===== config.mk =====
export PLATFORM = sky130hd
export DESIGN_NAME = fmsyn_div
export DESIGN_NICKNAME = d
export VERILOG_FILES = /design/src/rtl/core/fmsyn_pkg.sv /design/src/rtl/core/fmsyn_div.sv
export SDC_FILE = /design/constraint.sdc
export NUM_CORES = 1
export LEC_CHECK = 0
export BUFFER_PORTS_ARGS = -buffer_cell sky130_fd_sc_hd__buf_2
export CAP_MARGIN = 20
export CELL_PAD_IN_SITES_DETAIL_PLACEMENT = 1
export CELL_PAD_IN_SITES_GLOBAL_PLACEMENT = 1
export CORE_MARGIN = 2
export CORE_UTILIZATION = 45
export DETAILED_ROUTE_END_ITERATION = 8
export PLACE_DENSITY_LB_ADDON = 0.15
export SLEW_MARGIN = 20
export SYNTH_ARGS = -nofsm -noshare
export SYNTH_HDL_FRONTEND = slang
export SYNTH_SLANG_ARGS = --single-unit

===== constraint.sdc =====
create_clock -name clk_i -period 4.01 [get_ports clk_i]
set_input_delay 0.6015 -clock clk_i [delete_from_list [all_inputs] [get_ports clk_i]]
set_output_delay 0.6015 -clock clk_i [all_outputs]
set_load 0.02 [all_outputs]

===== src/rtl/core/fmsyn_pkg.sv =====
// shared constants, tables and types of the two-operator fm synthesiser
package fmsyn_pkg;

  localparam int unsigned NUM_OPS = 18;
  localparam int unsigned NUM_CH  = 9;
  localparam int unsigned OP_W    = 5;
  localparam int unsigned CH_W    = 4;
  localparam int unsigned DIV_W   = 49;
  localparam int unsigned DSR_W   = 18;
  localparam int unsigned PROD_W  = 48;
  localparam int unsigned MUL_W   = 24;

  localparam logic [16:0] SR_RESET  = 17'd44100;
  localparam logic [15:0] BASE_FREQ = 16'd49716;
  localparam logic [23:0] RECIP255  = 24'd8421505;
  localparam logic [16:0] RECIP9    = 17'd116509;
  localparam logic [9:0]  ENV_MAX   = 10'd1023;

  // envelope phase codes
  localparam logic [2:0] EP_OFF = 3'd0;
  localparam logic [2:0] EP_ATT = 3'd1;
  localparam logic [2:0] EP_DEC = 3'd2;
  localparam logic [2:0] EP_SUS = 3'd3;
  localparam logic [2:0] EP_REL = 3'd4;

  // register address groups (address bits 7..5)
  localparam logic [2:0] GRP_MULT  = 3'd1;
  localparam logic [2:0] GRP_TL    = 3'd2;
  localparam logic [2:0] GRP_AR_DR = 3'd3;
  localparam logic [2:0] GRP_SL_RR = 3'd4;
  localparam logic [2:0] GRP_FREQ  = 3'd5;
  localparam logic [2:0] GRP_FB    = 3'd6;
  localparam logic [2:0] GRP_WAVE  = 3'd7;

  typedef logic signed [15:0] sine_tab_t [1024];

  typedef struct packed {
    logic               start;
    logic [DIV_W-1:0]   dividend;
    logic [DSR_W-1:0]   divisor;
  } div_req_t;

  function automatic logic [4:0] mult2(input logic [3:0] m);
    logic [4:0] r;
    case (m)
      4'd0: r = 5'd1;   4'd1: r = 5'd2;   4'd2: r = 5'd4;   4'd3: r = 5'd6;
      4'd4: r = 5'd8;   4'd5: r = 5'd10;  4'd6: r = 5'd12;  4'd7: r = 5'd14;
      4'd8: r = 5'd16;  4'd9: r = 5'd18;  4'd10: r = 5'd20; 4'd11: r = 5'd20;
      4'd12: r = 5'd24; 4'd13: r = 5'd24; 4'd14: r = 5'd30; default: r = 5'd30;
    endcase
    return r;
  endfunction

  function automatic logic [9:0] rate_val(input logic [3:0] m);
    logic [9:0] r;
    case (m)
      4'd0: r = 10'd0;    4'd1: r = 10'd1;    4'd2: r = 10'd2;    4'd3: r = 10'd3;
      4'd4: r = 10'd5;    4'd5: r = 10'd7;    4'd6: r = 10'd10;   4'd7: r = 10'd14;
      4'd8: r = 10'd20;   4'd9: r = 10'd28;   4'd10: r = 10'd40;  4'd11: r = 10'd56;
      4'd12: r = 10'd80;  4'd13: r = 10'd112; 4'd14: r = 10'd160; default: r = 10'd1023;
    endcase
    return r;
  endfunction

  // modulator operator of a channel
  function automatic logic [OP_W-1:0] chan_mod_op(input logic [CH_W-1:0] c);
    logic [OP_W-1:0] r;
    case (c)
      4'd0: r = 5'd0;  4'd1: r = 5'd1;  4'd2: r = 5'd2;
      4'd3: r = 5'd6;  4'd4: r = 5'd7;  4'd5: r = 5'd8;
      4'd6: r = 5'd12; 4'd7: r = 5'd13; 4'd8: r = 5'd14;
      default: r = 5'd0;
    endcase
    return r;
  endfunction

  // channel that owns an operator
  function automatic logic [CH_W-1:0] op_chan(input logic [OP_W-1:0] o);
    logic [CH_W-1:0] r;
    case (o)
      5'd0, 5'd3:   r = 4'd0;
      5'd1, 5'd4:   r = 4'd1;
      5'd2, 5'd5:   r = 4'd2;
      5'd6, 5'd9:   r = 4'd3;
      5'd7, 5'd10:  r = 4'd4;
      5'd8, 5'd11:  r = 4'd5;
      5'd12, 5'd15: r = 4'd6;
      5'd13, 5'd16: r = 4'd7;
      5'd14, 5'd17: r = 4'd8;
      default:      r = 4'd0;
    endcase
    return r;
  endfunction

  // slot number to operator, msb flags a used slot
  function automatic logic [OP_W:0] slot_decode(input logic [4:0] lo);
    logic [OP_W:0] r;
    if (lo < 5'd6) begin
      r = {1'b1, lo};
    end else if (lo >= 5'd8 && lo < 5'd14) begin
      r = {1'b1, lo - 5'd2};
    end else if (lo >= 5'd16 && lo < 5'd22) begin
      r = {1'b1, lo - 5'd4};
    end else begin
      r = '0;
    end
    return r;
  endfunction

  // full sine table from the odd taylor polynomial in 28-bit fixed point
  function automatic sine_tab_t build_sine();
    sine_tab_t   tab;
    logic [63:0] k, t, one, x2, a, b, c, d, p, mag;
    for (int i = 0; i < 1024; i++) begin
      k   = (i <= 512) ? 64'(i) : 64'(1024 - i);
      t   = (k * 64'd3454217652358) >> 21;
      one = 64'd1 << 28;
      x2  = (t * t) >> 28;
      a   = one - x2 / 64'd72;
      p   = (x2 * a) >> 28;
      b   = one - p / 64'd42;
      p   = (x2 * b) >> 28;
      c   = one - p / 64'd20;
      p   = (x2 * c) >> 28;
      d   = one - p / 64'd6;
      p   = (t * d) >> 28;
      mag = (p * 64'd32767) >> 28;
      if (mag > 64'd32767) begin
        mag = 64'd32767;
      end
      tab[i] = (i <= 512) ? $signed(mag[15:0]) : -$signed(mag[15:0]);
    end
    return tab;
  endfunction

endpackage


===== src/rtl/core/fmsyn_div.sv =====
// restoring divider, one quotient bit per cycle
module fmsyn_div
  import fmsyn_pkg::*;
(
  input  logic             clk_i,
  input  logic             rst_ni,
  input  div_req_t         req_i,
  output logic             done_o,
  output logic [DIV_W-1:0] quot_o
);

  localparam logic [5:0] CNT_LAST = 6'(DIV_W - 1);

  logic             busy_q, done_q;
  logic [5:0]       cnt_q;
  logic [DSR_W-1:0] rem_q, dsr_q;
  logic [DIV_W-1:0] quo_q;
  logic [DSR_W:0]   trial;
  logic             ge;

  // trial subtract of the next dividend bit
  assign trial = {rem_q, quo_q[DIV_W-1]};
  assign ge    = trial >= {1'b0, dsr_q};

  // control
  always_ff @(posedge clk_i or negedge rst_ni) begin
    if (!rst_ni) begin
      busy_q <= 1'b0;
      done_q <= 1'b0;
      cnt_q  <= '0;
    end else begin
      done_q <= 1'b0;
      if (req_i.start) begin
        busy_q <= 1'b1;
        cnt_q  <= '0;
      end else if (busy_q) begin
        cnt_q <= cnt_q + 6'd1;
        if (cnt_q == CNT_LAST) begin
          busy_q <= 1'b0;
          done_q <= 1'b1;
        end
      end
    end
  end

  // datapath
  always_ff @(posedge clk_i) begin
    if (req_i.start) begin
      rem_q <= '0;
      dsr_q <= req_i.divisor;
      quo_q <= req_i.dividend;
    end else if (busy_q) begin
      rem_q <= ge ? DSR_W'(trial - {1'b0, dsr_q}) : trial[DSR_W-1:0];
      quo_q <= {quo_q[DIV_W-2:0], ge};
    end
  end

  assign done_o = done_q;
  assign quot_o = quo_q;

endmodule


==> run_results.csv <==
group,metric,value,unit
clocking,clock_latency,0.36,ns
power_and_ir_drop,pwr-share-comb,17.3,%
worst_setup_path,crit_path_start,"quot_o[48]",
power_and_ir_drop,seqPwrFrac,55.6,%
worst_setup_path,critPathRequiredTime,4.24,ns
die,die_h,106,um
logic_synthesis,synth-seq-cells,93,
logic_synthesis,ys.flop_type,"edfxtp_1",
sta,setup-violations-final,0,
clocking,clk_path_buf_depth,2,
route,vias_per_cell,5.35,
logic_synthesis,syn_avg_cell_area,12.6,um^2
worst_setup_path,reg2reg_from,"quot_o[48]",
die,die_w,106,um
clocking,cts-buffers-inserted,9,
clocking,cts_resized,0,
sta,finalSetupTns,0,ns
power_and_ir_drop,p_leak,2.42,nW
logic_synthesis,ys_types,46,
sta,hold_viol,0,
outcome,outcome,"finished, final reports clean",
clocking,path_clk_slew,0.10,ns
finish,final_common_cell,"buf_2",
logic_synthesis,synthesis.instances,369,
power_and_ir_drop,p_int,0.00149,W
clocking,cts-root-buf,"clkbuf_8",
sta,slew_headroom,54.7,%
logic_synthesis,async_flop_share,8.60,%
worst_setup_path,crit_path_max_fanout,3,
sta,maxSlewViolCount,0,
route,firstDrtPassIters,4,
route,drc,0,
place,place_congestion,0.836,
route,wirelength,11.3,mm
die,initial_core_util,45.6,%
route,antenna_violating_nets_post_route,0,
logic_synthesis,syn_area,4640,um^2
global_routing,grt_pass1_wl,18.3,mm
finish,syn_to_final_growth,19.6,%
logic_synthesis,synth.net_count,460,
worst_setup_path,startpoint_type,"flip-flop",
place,portBuffers,119,
route,vias,3365,
clocking,post_cts_buffers,0,
finish,final_cell_mix,"118 x buf_2, 67 x edfxtp_1, 48 x mux2_2",
sta,max_freq,0.359,GHz
die,dieArea,11100,um^2
sta,fin_crit_sh,69.5,%
power_and_ir_drop,switchingPower,0.000583,W
global_routing,grt_pass1_vias,3655,
flow_run,max_cap_viol_count,0,
logic_synthesis,synth_edf_count,67,
clocking,htreeDepth,3,
finish,drive_gt1_share,39.4,%
route,first_iter_violations,71,
sta,clock_skew,0.0112,ns
die,coreArea,10200,um^2
power_and_ir_drop,netSwitchingFraction,28.2,%
logic_synthesis,ys_warn_count,0,
global_routing,grt-ovfl-total,0,
logic_synthesis,synth_top_area_cell,"edfxtp_1",
clocking,cts_hold_buf,0,
die,io_pins,120,
sta,worstMarginPinSlew,0.677,ns
clocking,cts_tree,"yes",
power_and_ir_drop,power_frac_clock,27.1,%
place,place.detailed.hpwl,8.42,mm
power_and_ir_drop,finalPower,0.00207,W
finish,final_net_count,579,
worst_setup_path,critPathArrivalTime,3.02,ns
worst_setup_path,endpoint_kind,"flip-flop",
logic_synthesis,synth.top_cell.area_share,43.4,%
hold_path,hp-class,"input pin to asynchronous set/reset pin",
finish,nFillCells,1126,
sta,rsz0062_at_grt,"false",
clocking,clkSinkCount,93,
die,num_rows,37,
power_and_ir_drop,vdd_drop_max,0.000186,V
route,post_drt_wl_per_cell,18.0,um
finish,n_antenna_cell,0,
logic_synthesis,netlist_top_cells_area,"edfxtp_1 43%, mux2_2 12%, dfxtp_1 7.8%",
worst_setup_path,critical_path_class,"flip-flop to flip-flop",
power_and_ir_drop,p_per_area,373,nW/um^2
global_routing,grt_util_all_layers,21.1,%
global_routing,antenna_found_initial,0,
global_routing,grt_max_degree,51,
sta,finalCriticalPeriod,2.79,ns
logic_synthesis,yosysSeqAreaShare,55.4,%
-- flip-flops by register name (all words and copies together) (netlist names) --
signal  flops
quot_o     49
dsr_q      18
rem_q      18
cnt_q       6
busy_q      1
done_o      1
-- cell usage after synthesis (5+ instances only) --
library cell / number
edfxtp_1: 67
mux2_2: 48
inv_1: 23
nand2_1: 23
ha_1: 20
dfxtp_1: 18
nor2_1: 17
a21oi_1: 14
xor2_1: 13
clkbuf_1: 11
mux2i_1: 10
o21ai_0: 9
a32oi_1: 8
dfrtp_1: 8
nand3_1: 7
o31ai_1: 7
a211oi_1: 6
xnor2_1: 6
a21o_1: 5
nand2b_1: 5
nand4_1: 5
-- path summary, 6_finish.rpt --
check,endpoint,slack [ns],depth (start not counted)
setup / recovery,rem_q[14],1.22,11
max in group asynchronous,busy_q,3.77,1
hold reg to reg,rem_q[2],0.49,2
min in group clk_i,dsr_q[12],0.41,1
hold / removal,done_o,0.07,1
setup reg to reg,rem_q[14],1.22,11
-- critical path: stages, from the launching register on --
cell	delay [ns]
edfxtp_1	0.42
inv_1	0.08
ha_1	0.16
inv_1	0.05
fa_1	0.42
a211oi_1	0.27
o21ai_1	0.15
a221oi_1	0.51
o221ai_1	0.21
xor2_1	0.18
mux2i_1	0.12
o21ai_0	0.08
-- kinds of logic after synthesis --
kind of cell / after synthesis / share of synthesized area, %
DFF: 93 / 55.4
buffers and inverters: 39 / 3.50
and+or+nand+nor: 69 / 7.14
adders and majority gates: 21 / 5.82
muxes: 58 / 13.8
xor gates and xnor gates: 19 / 3.59
AOI/OAI and AO/OA: 70 / 10.7
-- per-stage QoR --
stage	cell area, um^2	setup WS, ns	utilization (%)	cells	hold WS (ns)
after floorplan	4640	1.47	-	369	0.306
after global placement	5380	1.39	52.8	613	0.454
after detailed placement	5380	1.27	52.8	613	0.458
after CTS	5550	1.25	54.5	629	0.0566
after global routing	5550	0.991	54.5	629	0.0582
final	5550	1.22	54.5	629	0.0688
-- layout make-up --
class                           instances  area, um^2  area share [%]
Inverter                               23        86.3            1.56
Tap cell                              136         170            3.07
Multi-Input combinational cell        237        1920            34.6
Clock inverter                          6        37.5           0.676
Timing Repair Buffer                  124         636            11.5
Sequential cell                        93        2570            46.4
Clock buffer                           10         128            2.30
-- routing by layer --
metal  track usage, %  wire (um)  vias to the layer above
met3             7.24        825                       13
met1             26.5       4890                     1625
li1                 -          -                     1619
met2             34.0       5430                      108
met4             7.42        178                        0
met5                0          0                        -
-- power by group through the flow --
stage          Combinational, W  Clock [W]  Sequential [W]
2_1_floorplan          0.000163          0         0.00123
3_3_place_gp           0.000350          0         0.00117
3_5_place_dp           0.000361          0         0.00117
4_1_cts                0.000363   0.000583         0.00115
5_1_grt                0.000390   0.000610         0.00116
6_report               0.000359   0.000561         0.00115
No activity file was read; power rests on OpenSTA's default activity.
